<file path="src/rtl/dqsdwt_pkg.sv">
// ---------------------------------------------------------------------------
// dqsdwt_pkg - shared types and codes
// Word formats, register indexes and result action codes for the DQS
// read-delay window training block.
// ---------------------------------------------------------------------------
package dqsdwt_pkg;

  localparam logic [31:0] RAMP_STEP     = 32'h1111_1111;
  localparam logic [31:0] ALL_ONES      = 32'hFFFF_FFFF;
  localparam int unsigned PASSES_NEEDED = 3;

  // configuration register indexes
  localparam logic [1:0] REG_PATTERN_MODE = 2'd0;
  localparam logic [1:0] REG_LANE_SELECT  = 2'd1;

  // lane_select at or above this compares the whole word
  localparam logic [2:0] LANE_WHOLE = 3'd4;

  // result action codes
  localparam logic [1:0] ACT_RETEST = 2'd0;
  localparam logic [1:0] ACT_NEXT   = 2'd1;
  localparam logic [1:0] ACT_OK     = 2'd2;
  localparam logic [1:0] ACT_FAIL   = 2'd3;

  typedef struct packed {
    logic        kind;
    logic [31:0] read_word;
    logic        last_word;
  } in_word_t;

  typedef struct packed {
    logic        transfer_ok;
    logic [1:0]  action;
    logic [7:0]  next_tap;
    logic [7:0]  first_edge;
    logic [7:0]  last_edge;
    logic [7:0]  center_tap;
    logic [31:0] center_word;
  } out_word_t;

  // event passed from the checker front end to the sweep back end
  typedef struct packed {
    logic is_start;
    logic ok;
  } evt_t;

  function automatic logic [7:0] tap_mid(input logic [7:0] a, input logic [7:0] b);
    logic [8:0] sum;
    sum = {1'b0, a} + {1'b0, b};
    return sum[8:1];
  endfunction

  function automatic logic [31:0] mid_word(input logic [7:0] c, input logic [2:0] lane);
    return (lane >= LANE_WHOLE) ? {4{c}} : {24'd0, c};
  endfunction

endpackage

</file>
<file path="src/rtl/dqs_delay_window_training_top.sv">
// ---------------------------------------------------------------------------
// dqs_delay_window_training_top - DQS read-delay window centering
// Pattern checker, event queue and tap sweep sequencer with result queue.
// ---------------------------------------------------------------------------
// Usage:
//  Input words (in_data) are pushed with in_push while in_full is low. A
//  start word (kind 1) resets the sweep to tap 0; data words are checked
//  against the toggle or ramp pattern and the word marked last_word ends a
//  test transfer, which yields exactly one result word.
//  Results wait in a two-word queue: out_data is valid while out_empty is
//  low and is taken with out_pop.
//  Config: cfg_valid with cfg_index/cfg_data writes a register; cfg_ready
//  is always high. Write only while the block is idle.
//  Timing: one input word per clock while in_full is low. A result is
//  registered twice on its way out: the transfer-end word writes an event
//  into the event queue, the sequencer then writes the result into the
//  result queue, where it can be popped. The sweep sequencer takes one
//  event per clock while the result queue has room (start events need none).
//  Reset (rst_n low, synchronous) empties both queues, idles the sweep and
//  loads pattern_mode 1 and lane_select 4.
//  Stall: when out_pop stays low the result queue fills, the sequencer
//  holds, then the event queue fills and in_full rises.
// ---------------------------------------------------------------------------
module dqs_delay_window_training_top #(
  parameter int TAP_STEPS     = 64,
  parameter int TAP_INCREMENT = 4
) (
  input  logic                   clk,
  input  logic                   rst_n,
  input  logic                   in_push,
  input  dqsdwt_pkg::in_word_t   in_data,
  output logic                   in_full,
  output logic                   out_empty,
  input  logic                   out_pop,
  output dqsdwt_pkg::out_word_t  out_data,
  input  logic                   cfg_valid,
  output logic                   cfg_ready,
  input  logic [1:0]             cfg_index,
  input  logic [2:0]             cfg_data
);
  import dqsdwt_pkg::*;

  localparam int EW = $bits(evt_t);
  localparam int OW = $bits(out_word_t);

  logic       pattern_mode_r;
  logic [2:0] lane_select_r;

  logic       in_accept;
  logic       fe_valid;
  evt_t       fe_evt;
  logic       q_full, q_empty, q_pop;
  logic [EW-1:0] q_rdata;
  evt_t       be_evt;
  logic       res_valid, res_full;
  out_word_t  res;
  logic [OW-1:0] out_rdata;

  assign cfg_ready = 1'b1;

  always_ff @(posedge clk) begin
    if (!rst_n) begin
      pattern_mode_r <= 1'b1;
      lane_select_r  <= LANE_WHOLE;
    end else if (cfg_valid) begin
      case (cfg_index)
        REG_PATTERN_MODE: pattern_mode_r <= cfg_data[0];
        REG_LANE_SELECT:  lane_select_r  <= cfg_data;
        default: ;
      endcase
    end
  end

  assign in_full   = q_full;
  assign in_accept = in_push && !q_full;

  dqsdwt_front u_front (
    .clk          (clk),
    .rst_n        (rst_n),
    .accept       (in_accept),
    .word         (in_data),
    .pattern_mode (pattern_mode_r),
    .lane_select  (lane_select_r),
    .evt_valid    (fe_valid),
    .evt          (fe_evt)
  );

  dqsdwt_fifo #(.W(EW)) u_evt_q (
    .clk   (clk),
    .rst_n (rst_n),
    .push  (fe_valid),
    .wdata (fe_evt),
    .full  (q_full),
    .pop   (q_pop),
    .rdata (q_rdata),
    .empty (q_empty)
  );

  // a start event needs no result slot
  assign be_evt = evt_t'(q_rdata);
  assign q_pop  = !q_empty && (be_evt.is_start || !res_full);

  dqsdwt_back #(
    .TAP_STEPS     (TAP_STEPS),
    .TAP_INCREMENT (TAP_INCREMENT)
  ) u_back (
    .clk         (clk),
    .rst_n       (rst_n),
    .fire        (q_pop),
    .evt         (be_evt),
    .lane_select (lane_select_r),
    .res_valid   (res_valid),
    .res         (res)
  );

  dqsdwt_fifo #(.W(OW)) u_out_q (
    .clk   (clk),
    .rst_n (rst_n),
    .push  (res_valid),
    .wdata (res),
    .full  (res_full),
    .pop   (out_pop),
    .rdata (out_rdata),
    .empty (out_empty)
  );

  assign out_data = out_word_t'(out_rdata);

endmodule

</file>
<file path="src/rtl/dqsdwt_fifo.sv">
// ---------------------------------------------------------------------------
// dqsdwt_fifo - two-entry word queue
// Flop-based queue with registered fill count; used between front and back
// end and as the result buffer.
// ---------------------------------------------------------------------------
module dqsdwt_fifo #(
  parameter int W = 8
) (
  input  logic         clk,
  input  logic         rst_n,
  input  logic         push,
  input  logic [W-1:0] wdata,
  output logic         full,
  input  logic         pop,
  output logic [W-1:0] rdata,
  output logic         empty
);

  logic [W-1:0] mem_r [2];
  logic         wr_ptr_r, wr_ptr_nxt;
  logic         rd_ptr_r, rd_ptr_nxt;
  logic [1:0]   count_r, count_nxt;
  logic         do_push, do_pop;

  assign full    = (count_r == 2'd2);
  assign empty   = (count_r == 2'd0);
  assign rdata   = mem_r[rd_ptr_r];
  assign do_push = push && !full;
  assign do_pop  = pop && !empty;

  always_comb begin
    wr_ptr_nxt = wr_ptr_r ^ do_push;
    rd_ptr_nxt = rd_ptr_r ^ do_pop;
    count_nxt  = count_r;
    if (do_push && !do_pop) begin
      count_nxt = count_r + 2'd1;
    end else if (do_pop && !do_push) begin
      count_nxt = count_r - 2'd1;
    end
  end

  always_ff @(posedge clk) begin
    if (!rst_n) begin
      wr_ptr_r <= 1'b0;
      rd_ptr_r <= 1'b0;
      count_r  <= 2'd0;
    end else begin
      wr_ptr_r <= wr_ptr_nxt;
      rd_ptr_r <= rd_ptr_nxt;
      count_r  <= count_nxt;
    end
  end

  always_ff @(posedge clk) begin
    if (do_push) begin
      mem_r[wr_ptr_r] <= wdata;
    end
  end

endmodule

</file>
<file path="src/rtl/dqsdwt_front.sv">
// ---------------------------------------------------------------------------
// dqsdwt_front - read-back pattern checker
// Compares each word against the toggle or ramp pattern and raises one
// event per start command or transfer end.
// ---------------------------------------------------------------------------
module dqsdwt_front (
  input  logic                  clk,
  input  logic                  rst_n,
  input  logic                  accept,
  input  dqsdwt_pkg::in_word_t  word,
  input  logic                  pattern_mode,
  input  logic [2:0]            lane_select,
  output logic                  evt_valid,
  output dqsdwt_pkg::evt_t      evt
);
  import dqsdwt_pkg::*;

  logic [31:0] exp_word_r, exp_word_nxt;
  logic        parity_r, parity_nxt;
  logic        mismatch_r, mismatch_nxt;
  logic [31:0] ref_word, mask;
  logic        miss;

  always_comb begin
    ref_word = pattern_mode ? exp_word_r : (parity_r ? ALL_ONES : 32'd0);
    mask     = (lane_select < LANE_WHOLE) ? (32'hFF << {lane_select[1:0], 3'b000}) : ALL_ONES;
    miss     = mismatch_r | (((word.read_word ^ ref_word) & mask) != 32'd0);
  end

  always_comb begin
    exp_word_nxt = exp_word_r;
    parity_nxt   = parity_r;
    mismatch_nxt = mismatch_r;
    evt_valid    = 1'b0;
    evt.is_start = word.kind;
    evt.ok       = !miss;
    if (accept) begin
      if (word.kind || word.last_word) begin
        exp_word_nxt = 32'd0;
        parity_nxt   = 1'b0;
        mismatch_nxt = 1'b0;
        evt_valid    = 1'b1;
      end else begin
        exp_word_nxt = exp_word_r + RAMP_STEP;
        parity_nxt   = !parity_r;
        mismatch_nxt = miss;
      end
    end
  end

  always_ff @(posedge clk) begin
    if (!rst_n) begin
      exp_word_r <= 32'd0;
      parity_r   <= 1'b0;
      mismatch_r <= 1'b0;
    end else begin
      exp_word_r <= exp_word_nxt;
      parity_r   <= parity_nxt;
      mismatch_r <= mismatch_nxt;
    end
  end

endmodule

</file>
<file path="src/rtl/dqsdwt_back.sv">
// ---------------------------------------------------------------------------
// dqsdwt_back - delay sweep sequencer
// Steps the tap sweep after a run of passes or a fail while searching,
// retests otherwise, tracks the passing window and builds the result word.
// ---------------------------------------------------------------------------
module dqsdwt_back #(
  parameter int TAP_STEPS     = 64,
  parameter int TAP_INCREMENT = 4
) (
  input  logic                  clk,
  input  logic                  rst_n,
  input  logic                  fire,
  input  dqsdwt_pkg::evt_t      evt,
  input  logic [2:0]            lane_select,
  output logic                  res_valid,
  output dqsdwt_pkg::out_word_t res
);
  import dqsdwt_pkg::*;

  localparam int TIW = $clog2(TAP_STEPS + 1);
  localparam int PW  = TIW + 13;
  localparam logic [7:0] LAST_TAP = 8'(((TAP_STEPS - 1) * TAP_INCREMENT) % 256);
  localparam logic [7:0] TAP_INC  = 8'(TAP_INCREMENT);

  localparam logic [1:0] PH_IDLE   = 2'd0;
  localparam logic [1:0] PH_SEARCH = 2'd1;
  localparam logic [1:0] PH_WINDOW = 2'd2;
  localparam logic [1:0] PH_DONE   = 2'd3;

  logic [1:0]     phase_r, phase_nxt;
  logic [1:0]     pass_run_r, pass_run_nxt;
  logic [TIW-1:0] tap_idx_r, tap_idx_nxt;
  logic [7:0]     win_start_r, win_start_nxt;

  logic [PW-1:0]  tap_prod;
  logic [7:0]     cur_tap, nxt_tap, fail_last, ctr_fail, ctr_end, ws_eff;
  logic           entering, in_win;

  always_comb begin
    tap_prod  = PW'(tap_idx_r) * PW'(TAP_INCREMENT);
    cur_tap   = tap_prod[7:0];
    nxt_tap   = cur_tap + TAP_INC;
    fail_last = cur_tap - TAP_INC;
    ctr_fail  = tap_mid(win_start_r, fail_last);
    entering  = evt.ok && (phase_r == PH_SEARCH);
    ws_eff    = entering ? cur_tap : win_start_r;
    in_win    = entering || (phase_r == PH_WINDOW);
    ctr_end   = tap_mid(ws_eff, LAST_TAP);
  end

  always_comb begin
    phase_nxt       = phase_r;
    pass_run_nxt    = pass_run_r;
    tap_idx_nxt     = tap_idx_r;
    win_start_nxt   = win_start_r;
    res_valid       = fire && !evt.is_start;
    res             = '0;
    res.transfer_ok = evt.ok;
    res.action      = ACT_RETEST;
    res.next_tap    = cur_tap;
    if (fire) begin
      if (evt.is_start) begin
        phase_nxt     = PH_SEARCH;
        pass_run_nxt  = 2'd0;
        tap_idx_nxt   = '0;
        win_start_nxt = 8'd0;
      end else if (phase_r == PH_WINDOW && !evt.ok) begin
        // first failure inside the window closes it one tap back
        phase_nxt       = PH_DONE;
        pass_run_nxt    = 2'd0;
        res.action      = ACT_OK;
        res.next_tap    = ctr_fail;
        res.first_edge  = win_start_r;
        res.last_edge   = fail_last;
        res.center_tap  = ctr_fail;
        res.center_word = mid_word(ctr_fail, lane_select);
      end else if (phase_r == PH_SEARCH || phase_r == PH_WINDOW) begin
        if (evt.ok && pass_run_r != 2'(PASSES_NEEDED - 1)) begin
          pass_run_nxt   = pass_run_r + 2'd1;
          res.first_edge = win_start_r;
        end else begin
          pass_run_nxt  = 2'd0;
          tap_idx_nxt   = tap_idx_r + TIW'(1);
          win_start_nxt = ws_eff;
          phase_nxt     = in_win ? PH_WINDOW : phase_r;
          if (tap_idx_r == TIW'(TAP_STEPS - 1)) begin
            if (in_win) begin
              phase_nxt       = PH_DONE;
              res.action      = ACT_OK;
              res.next_tap    = ctr_end;
              res.first_edge  = ws_eff;
              res.last_edge   = LAST_TAP;
              res.center_tap  = ctr_end;
              res.center_word = mid_word(ctr_end, lane_select);
            end else begin
              phase_nxt     = PH_IDLE;
              win_start_nxt = 8'd0;
              res.action    = ACT_FAIL;
              res.next_tap  = 8'd0;
            end
          end else begin
            res.action     = ACT_NEXT;
            res.next_tap   = nxt_tap;
            res.first_edge = ws_eff;
          end
        end
      end
    end
  end

  always_ff @(posedge clk) begin
    if (!rst_n) begin
      phase_r     <= PH_IDLE;
      pass_run_r  <= 2'd0;
      tap_idx_r   <= '0;
      win_start_r <= 8'd0;
    end else begin
      phase_r     <= phase_nxt;
      pass_run_r  <= pass_run_nxt;
      tap_idx_r   <= tap_idx_nxt;
      win_start_r <= win_start_nxt;
    end
  end

endmodule
</file>
<file path="config.mk">
export PLATFORM = sky130hd
export DESIGN_NAME = dqs_delay_window_training_top
export DESIGN_NICKNAME = d
export VERILOG_FILES = /design/src/rtl/dqsdwt_pkg.sv /design/src/rtl/dqs_delay_window_training_top.sv /design/src/rtl/dqsdwt_fifo.sv /design/src/rtl/dqsdwt_front.sv /design/src/rtl/dqsdwt_back.sv
export SDC_FILE = /design/constraint.sdc
export NUM_CORES = 1
export LEC_CHECK = 0
export BUFFER_PORTS_ARGS = -buffer_cell sky130_fd_sc_hd__buf_2
export CAP_MARGIN = 0
export CORE_MARGIN = 4
export CORE_UTILIZATION = 45
export DETAILED_ROUTE_END_ITERATION = 7
export PLACE_DENSITY = 0.65
export SKIP_LAST_GASP = 1
export SLEW_MARGIN = 20
export SYNTH_ARGS = -nofsm -noshare
export SYNTH_HDL_FRONTEND = slang
export SYNTH_HIERARCHICAL = 1
export SYNTH_SLANG_ARGS = --single-unit
</file>
<file path="constraint.sdc">
create_clock -name clk -period 6.5 [get_ports clk]
set_clock_uncertainty 0.15 [all_clocks]
set_input_delay 0.975 -clock clk [delete_from_list [all_inputs] [get_ports clk]]
set_output_delay 0.975 -clock clk [all_outputs]
set_load 0.1 [all_outputs]
</file>
Word level (Yosys, flattened, before mapping)
Memory sizes are Yosys's and may differ from the RTL's. A register that Yosys moved wholly into a read port is not among the register bits.
Cells that the tools add are included.
W data, S select, Z words.
{ "op_classes": {"magnitude_cmp": 2, "mux": 53, "n_bitwise": 7, "eq_ne": 10, "add_sub_neg": 11, "reduce_logical": 44, "n_shift": 1} }
{ "ops": {"columns": ["op", "count"], "rows": [
  ["$mux W66", 4],
  ["$mux W32", 6],
  ["$mux W48", 2],
  ["$mux W8", 8],
  ["$mux W56", 1],
  ["$add A32 B29 Y32 const B", 1],
  ["$and A32 B32 Y32", 1],
  ["$reduce_bool A32 Y1", 1],
  ["$shl A8 B5 Y32 const A", 1],
  ["$xor A32 B32 Y32", 1],
  ["$mux W2", 15],
  ["$mux W7", 4],
  ["$mux W18", 1],
  ["$logic_and A1 B1 Y1", 14],
  ["$logic_not A1 Y1", 12],
  ["$mux W1", 10],
  ["$mux W10", 1],
  ["$add A8 B8 Y9", 1],
  ["$add A8 B8 Y9 const B", 1],
  ["$mux W9", 1],
  ["$add A8 B3 Y8 const B", 1],
  ["$reduce_and A4 Y1", 2],
  ["$sub A8 B3 Y8 const B", 1],
  ["$add A7 B1 Y7 const B", 1],
  ["other kinds (17)", 37]
]} }
{ "word_totals": {"mem_count": 2, "ff_bits": 65, "mem_bits_rw": 138, "elab_cells": 145, "out_inout_bits": 70} }
{ "memory_table": {"columns": ["name", "words", "width", "read_ports", "rd_ports_with_merged_regs", "wr", "line", "rtl"], "rows": [
  ["u_out_q.mem_r", 2, 67, 1, 1, 1, "dqsdwt_fifo.sv:19", "logic [W-1:0] mem_r [2];"],
  ["u_evt_q.mem_r", 2, 2, 1, 1, 1, "dqsdwt_fifo.sv:19", null]
]} }

Logic depth before layout (Yosys ltp)
Gate-level depths: netlist (run 1).
{ "logic_depth": {"word_depth": 12, "depth_mapped": 13} }

By module
The synthesis (run 1) kept the hierarchy.
{ "by_module_without_submodules": {"columns": ["module", "seq_area_each_um2", "cells_per_inst", "instances", "area_each_um2"], "rows": [
  ["dqsdwt_fifo at u_out_q", 4124.0, 231, 1, 5067.4],
  ["dqsdwt_front", 680.7, 301, 1, 2448.6],
  ["dqsdwt_back", 380.4, 314, 1, 2299.7],
  ["dqsdwt_fifo at u_evt_q", 220.2, 29, 1, 375.4],
  ["dqs_delay_window_training_top", 80.1, 23, 1, 201.4]
]} }

Least setup slack after synthesis (run 1)
Ideal clock, no wire load.
{ "synth_path": {"path_kind": "register to register", "startpoint": "reg with a tool-made name", "endpoint": "mem u_out_q/mem_r[1][0] in the netlist's numbering (enable)", "synth_period_minus_slack_ns": 3.834, "setup_time_ns": 0.433, "required_ns": 5.917, "path_buffers": 1, "path_stages_with_launch": 9, "t_arrival_ns": 3.251, "path_slack_ns": 2.666, "path_cell_list": "dfxtp_1 > mux2_2 > inv_1 > a21oi_1 > nand2b_1 > clkbuf_1 > inv_2 > nor2b_1 > ha_1"} }
{ "synth_rtl": {"columns": ["element", "line"], "rows": [
  ["end, declared", "dqsdwt_fifo.sv:19"]
]} }

==> out/results.ini, run 1 <==
[global_route]
grt.total_usage_pct = 17.12
antenna_found_initial = 0
grt_pass1_vias = 6768
grt_pass1_wl_um = 36280
grt_max_degree = 68
gr-total-overflow = 0

[detailed_routing]
ant_nets = 0
drt-total-wl_um = 22340
drtIter0Drc = 449
via_count = 6989
top_layer = met4
m1WireLength_um = 10180
wire_per_inst_um = 17.57
remaining_drc_errors = 0
via_per_inst = 5.499
wl_met2_um = 10420
wl_met3_um = 1374
drt_pre_antenna_iters = 5

[yosys]
synth.avg_cell_area_sq_um = 11.57
synthesis.area_sq_um = 10390
ys_top_cells_by_area = edfxtp_1 (40%), dfxtp_1 (13%), mux2_2 (7.5%)
syn_inst = 898
ys_seq_area_share_pct = 52.78
synth_ff_type = edfxtp_1
yosys-top-cells-count = edfxtp_1 (138), mux2_2 (69), dfxtp_1 (67), nor2_1 (66), xor2_1 (43)
yosys.cell_count.top_type = edfxtp_1
yosysWarnings = 6
synth-seq-cells = 205
synth-async-reset-ratio_pct = 0
synth_cell_types = 87
netlist.area_leader.share_pct = 39.87
synth-edff-count = 138
synth_top_cell_by_area = edfxtp_1

[pwr]
power_switching_mw = 2.271
total_power_mw = 5.041
p_per_area_nw_per_um2 = 432.9
intPower_mw = 2.770
p_seq_share_pct = 33.7
ir_worst_vdd_v = 0.0003516
p_clk_share_pct = 24.4
combPwrFrac_pct = 41.9
p_sw_share_pct = 45.06
p_leak_nw = 4.251

[worst_setup_path]
arrival_ns = 4.13
worst_path_max_delay_cell = ha_2
critPathKind = reg -> reg
worstPathRequired_ns = 6.51
cp_top_family = buffers and inverters
start_kind = register
critPathMaxStageDelay_ns = 0.88
crit_chain = mux2_2 > inv_1 > a21oi_1 > nand2b_1 > inv_2 > nor2b_1 > ha_2 > buf_4
crit_path_end_kind = register
path_buf_inv = 3
crit_fanout = 38

[floorplanning]
die_y_um = 160.0
die-area_sq_um = 25590
die_w_um = 160.0
rows = 55
initial_core_util_pct = 45.76
ioPinCount = 114
core_area_sq_um = 22710

[clock_network]
cts_tree = built
clk_latency_ns = 0.51
clock-root-buffer = clkbuf_16
cts_inserted_buffers = 23
post_cts_buffers = 0
cts_sinks = 205
htreeDepth = 1
holdBufCountCts = 0
post_cts_resized = 0
clk_pin_slew_ns = 0.06
clockBufferDepth = 3

[timing]
setup_slack_ns = 2.387
fin_setup_tns_ns = 0
clock.fmax_ghz = 0.2431
worst_slew_pin_slew_ns = 0.9724
setup_violations = 0
period_minus_slack_ns = 4.113
period_share_pct = 63.28
finalMaxSlewViolations = 0
holdWs_ns = 0.3316
final_hold_viol_count = 0
rsz0062_at_grt = no
max-slew-margin-rel_pct = 35.17

[layout]
post-route-util_pct = 51.27
final_cells = 1271
design_area_sq_um = 11640
diodes = 0
syn_to_final_growth_pct = 12.04
drive_gt1_share_pct = 25.05
nets = 1032

[place]
dpl.cell_count = 1229
finalWeightedCongestion = 0.9431
placed_cell_area_sq_um = 10920
portBuffers = 112
dp_slack_ns = 2.339
dp_hpwl_um = 15420

[run]
drv_cap = 0

[worst_hold_path]
hold_path.class = reg -> reg

[status]
run_status = finished, final reports clean

-- per-layer routing --
layer	vias up	track usage, %
li1	3410	-
met2	193	27.67
met4	0	3.950
met5	-	0
met3	29	3.097
met1	3357	24.19
-- final timing paths --
kind / from / to / slack, ns / cells past startpoint
setup / recovery: register / u_out_q/mem_r[1][39] / 2.39 / 8
hold / removal: u_back/pass_run_r[0] / u_back/pass_run_r[0] / 0.33 / 2
setup reg to reg: register / u_out_q/mem_r[1][39] / 2.39 / 8
hold reg to reg: u_back/pass_run_r[0] / u_back/pass_run_r[0] / 0.33 / 2
-- cell type report --
cell class	instances	area [sq um]
clock inverters	9	92.59
clock buffers	33	633.1
repair buffers	116	590.6
multi-input cells	598	4390
well taps	285	356.6
inverters	25	93.84
flip-flops and latches	205	5487
fillers	2032	11070
-- state kept, by name, summed over array words and instances (netlist names), 2 cells and up, named ones only --
register            flops
u_out_q/mem_r         134
u_front/exp_word_r     32
u_back/win_start_r      8
u_back/tap_idx_r        7
u_evt_q/mem_r           4
lane_select_r           3
u_back/pass_run_r       2
u_back/phase_r          2
u_evt_q/count_r         2
u_out_q/count_r         2
-- worst register-to-register path: cells and delay by family, from the launching register on --
kind,cells,cell delay [ns]
compound gates,1,0.36
flops,1,0.32
simple gates,2,0.80
fa+ha+maj,1,0.88
buf+inv,3,0.92
mux,1,0.31
-- power by group through the flow --
stage	Combinational [mW]	Clock (mW)	Sequential, mW
after floorplan	1.83	0	1.69
after global placement	2.12	0	1.72
after detailed placement	2.12	0	1.73
after CTS	2.13	1.26	1.70
final	2.11	1.23	1.70
after global routing	2.22	1.32	1.72
-- cells in the final DEF, fill, tap and decap left out, types with 10 or more instances in the layout --
master     synthesis  layout
ha_1              18      16
nand2_1           39      38
o21ai_0           24      24
xnor2_1           33      33
dfxtp_1           67      66
inv_1             23      23
xor2_1            43      43
nand3_1           15      15
and3_1            10      10
buf_2             13     112
edfxtp_1         138     138
nor2_1            66      66
mux2_2            69      69
mux2i_1           14      14
nand4_1           16      16
nor2b_1           22      21
clkbuf_16          0      23
and2_1            20      20
a21oi_1           41      41
nor3_1            17      17
-- logic make-up after synthesis --
group	after synthesis	synth area share (%)
xor gates and xnor gates	76	6.405
adders and majority gates	19	2.360
DFF	205	52.78
buffers and inverters	96	5.105
AOI/OAI and AO/OA	153	10.08
muxes	84	8.933
and+or+nand+nor	263	14.27
other	2	0.07226
Power figures use the tool's default switching activity.
==> run 2, diff against run 1 <==
Settings changed: PLACE_DENSITY 0.65 to 0.67.
Clock period 6.5 ns to 3.4 ns, I/O delays scaled along.
==> out/results.ini, run 2 (synthesis gave the netlist of run 1 again) <==
[status]
run_status = finished, final reports clean

[floorplanning]
rows = 55
die-area_sq_um = 25590
die_y_um = 160.0
die_w_um = 160.0
initial_core_util_pct = 45.76
ioPinCount = 114
core_area_sq_um = 22710

[pwr]
p_clk_share_pct = 23.5
p_per_area_nw_per_um2 = 818.1
total_power_mw = 9.616
p_seq_share_pct = 33.9
p_leak_nw = 4.314
intPower_mw = 5.268
combPwrFrac_pct = 42.6
power_switching_mw = 4.348
p_sw_share_pct = 45.21
ir_worst_vdd_v = 0.0005988

[layout]
fillers = 1976
regMostFlops = u_out_q/mem_r
drive_gt1_share_pct = 26.18
largest_reg_flops = 134
layout_common_cells = edfxtp_1 (138), buf_2 (112), mux2_2 (69)
nets = 1044
final_common_cell = edfxtp_1
top_regs = u_out_q/mem_r (134), u_front/exp_word_r (32), u_back/win_start_r (8)
design_area_sq_um = 11750
syn_to_final_growth_pct = 13.10

[detailed_routing]
wl_met3_um = 1192
wire_per_inst_um = 17.31
wl_met2_um = 10240
drtIter0Drc = 574
via_per_inst = 5.491
via_count = 7045
drt-total-wl_um = 22210
top_layer = met4
ant_nets = 0
drt_pre_antenna_iters = 6
remaining_drc_errors = 0
m1WireLength_um = 10260

[timing]
finalMaxSlewViolations = 0
rsz0062_at_grt = no
period_share_pct = 92.16
setup_violations = 0
setup_slack_ns = 0.2666
clock.fmax_ghz = 0.3191
final_hold_viol_count = 0
holdWs_ns = 0.09770
fin_setup_tns_ns = 0
worst_slew_pin_slew_ns = 0.6511
max-slew-margin-rel_pct = 56.43
period_minus_slack_ns = 3.133

[clock_network]
clk_pin_slew_ns = 0.06
clk_latency_ns = 0.50
htreeDepth = 1
clockBufferDepth = 3
post_cts_resized = 0
cts_tree = built
cts_inserted_buffers = 22
holdBufCountCts = 0
post_cts_buffers = 0
cts_sinks = 205
clock-root-buffer = clkbuf_16

[global_route]
grt_pass1_wl_um = 35730
grt.total_usage_pct = 16.84
grt_pass1_vias = 6736
antenna_found_initial = 1
gr-total-overflow = 0
grt_max_degree = 68

[worst_setup_path]
crit_path_end_kind = register
worstPathRequired_ns = 3.58
arrival_ns = 3.31
critPathKind = reg -> reg
crit_fanout = 9
start_kind = register

[place]
dp_hpwl_um = 15520
finalWeightedCongestion = 0.9097
dp_slack_ns = 0.3114
portBuffers = 112
placed_cell_area_sq_um = 11050

[run]
drv_cap = 0

[worst_hold_path]
hold_path.class = in -> reg

==> run 2: critical path: stages, from the launching register on <==
cell and delay [ns]:
dfxtp_1 0.52, ha_1 0.36, nand3_4 0.15, or3_1 0.57
nor3_4 0.30, a21oi_1 0.12, nor3_1 0.47, and2_1 0.31
==> run 2: layout make-up <==
cell class / count / area, sq um / share of cell area (%)
Antenna cell: 1 / 2.502 / 0.02129
Clock buffer: 30 / 631.9 / 5.376
Clock inverter: 10 / 66.31 / 0.5642
Inverter: 25 / 93.84 / 0.7984
Multi-Input combinational cell: 598 / 4390 / 37.35
Sequential cell: 205 / 5487 / 46.68
Tap cell: 285 / 356.6 / 3.034
Timing Repair Buffer: 129 / 725.7 / 6.174
==> run 2: per-stage QoR <==
stage	instances	util (%)
finish	1283	51.76
global route	1283	51.76
CTS	1282	51.75
detailed placement	1242	48.67
global placement	1242	48.67
floorplan	899	-
==> run 2: worst paths after layout <==
| check | start | end | slack [ns] | cells after the start |
|---|---|---|---|---|
| max | u_back/tap_idx_r[1] | u_out_q/mem_r[1][23] | 0.27 | 7 |
| min | in_data[33] | u_evt_q/mem_r[0][1] | 0.1 | 1 |
| max reg2reg | u_back/tap_idx_r[1] | u_out_q/mem_r[1][23] | 0.27 | 7 |
| min reg2reg | u_back/win_start_r[0] | u_back/win_start_r[0] | 0.33 | 1 |
==> run 2: power by group through the flow <==
stage / Combinational, mW / Sequential [mW] / Clock (mW)
final: 4.09 / 3.26 / 2.26
after global placement: 4.10 / 3.30 / 0
after global routing: 4.30 / 3.30 / 2.44
after detailed placement: 4.11 / 3.31 / 0
after CTS: 4.12 / 3.26 / 2.34
after floorplan: 3.50 / 3.24 / 0
==> run 2: layer usage <==
layer  up-vias  global-route usage, %
met4         0                  5.162
met3        43                  2.813
li1       3437                      -
met2       198                  26.82
met1      3367                  23.73
met5         -                      0
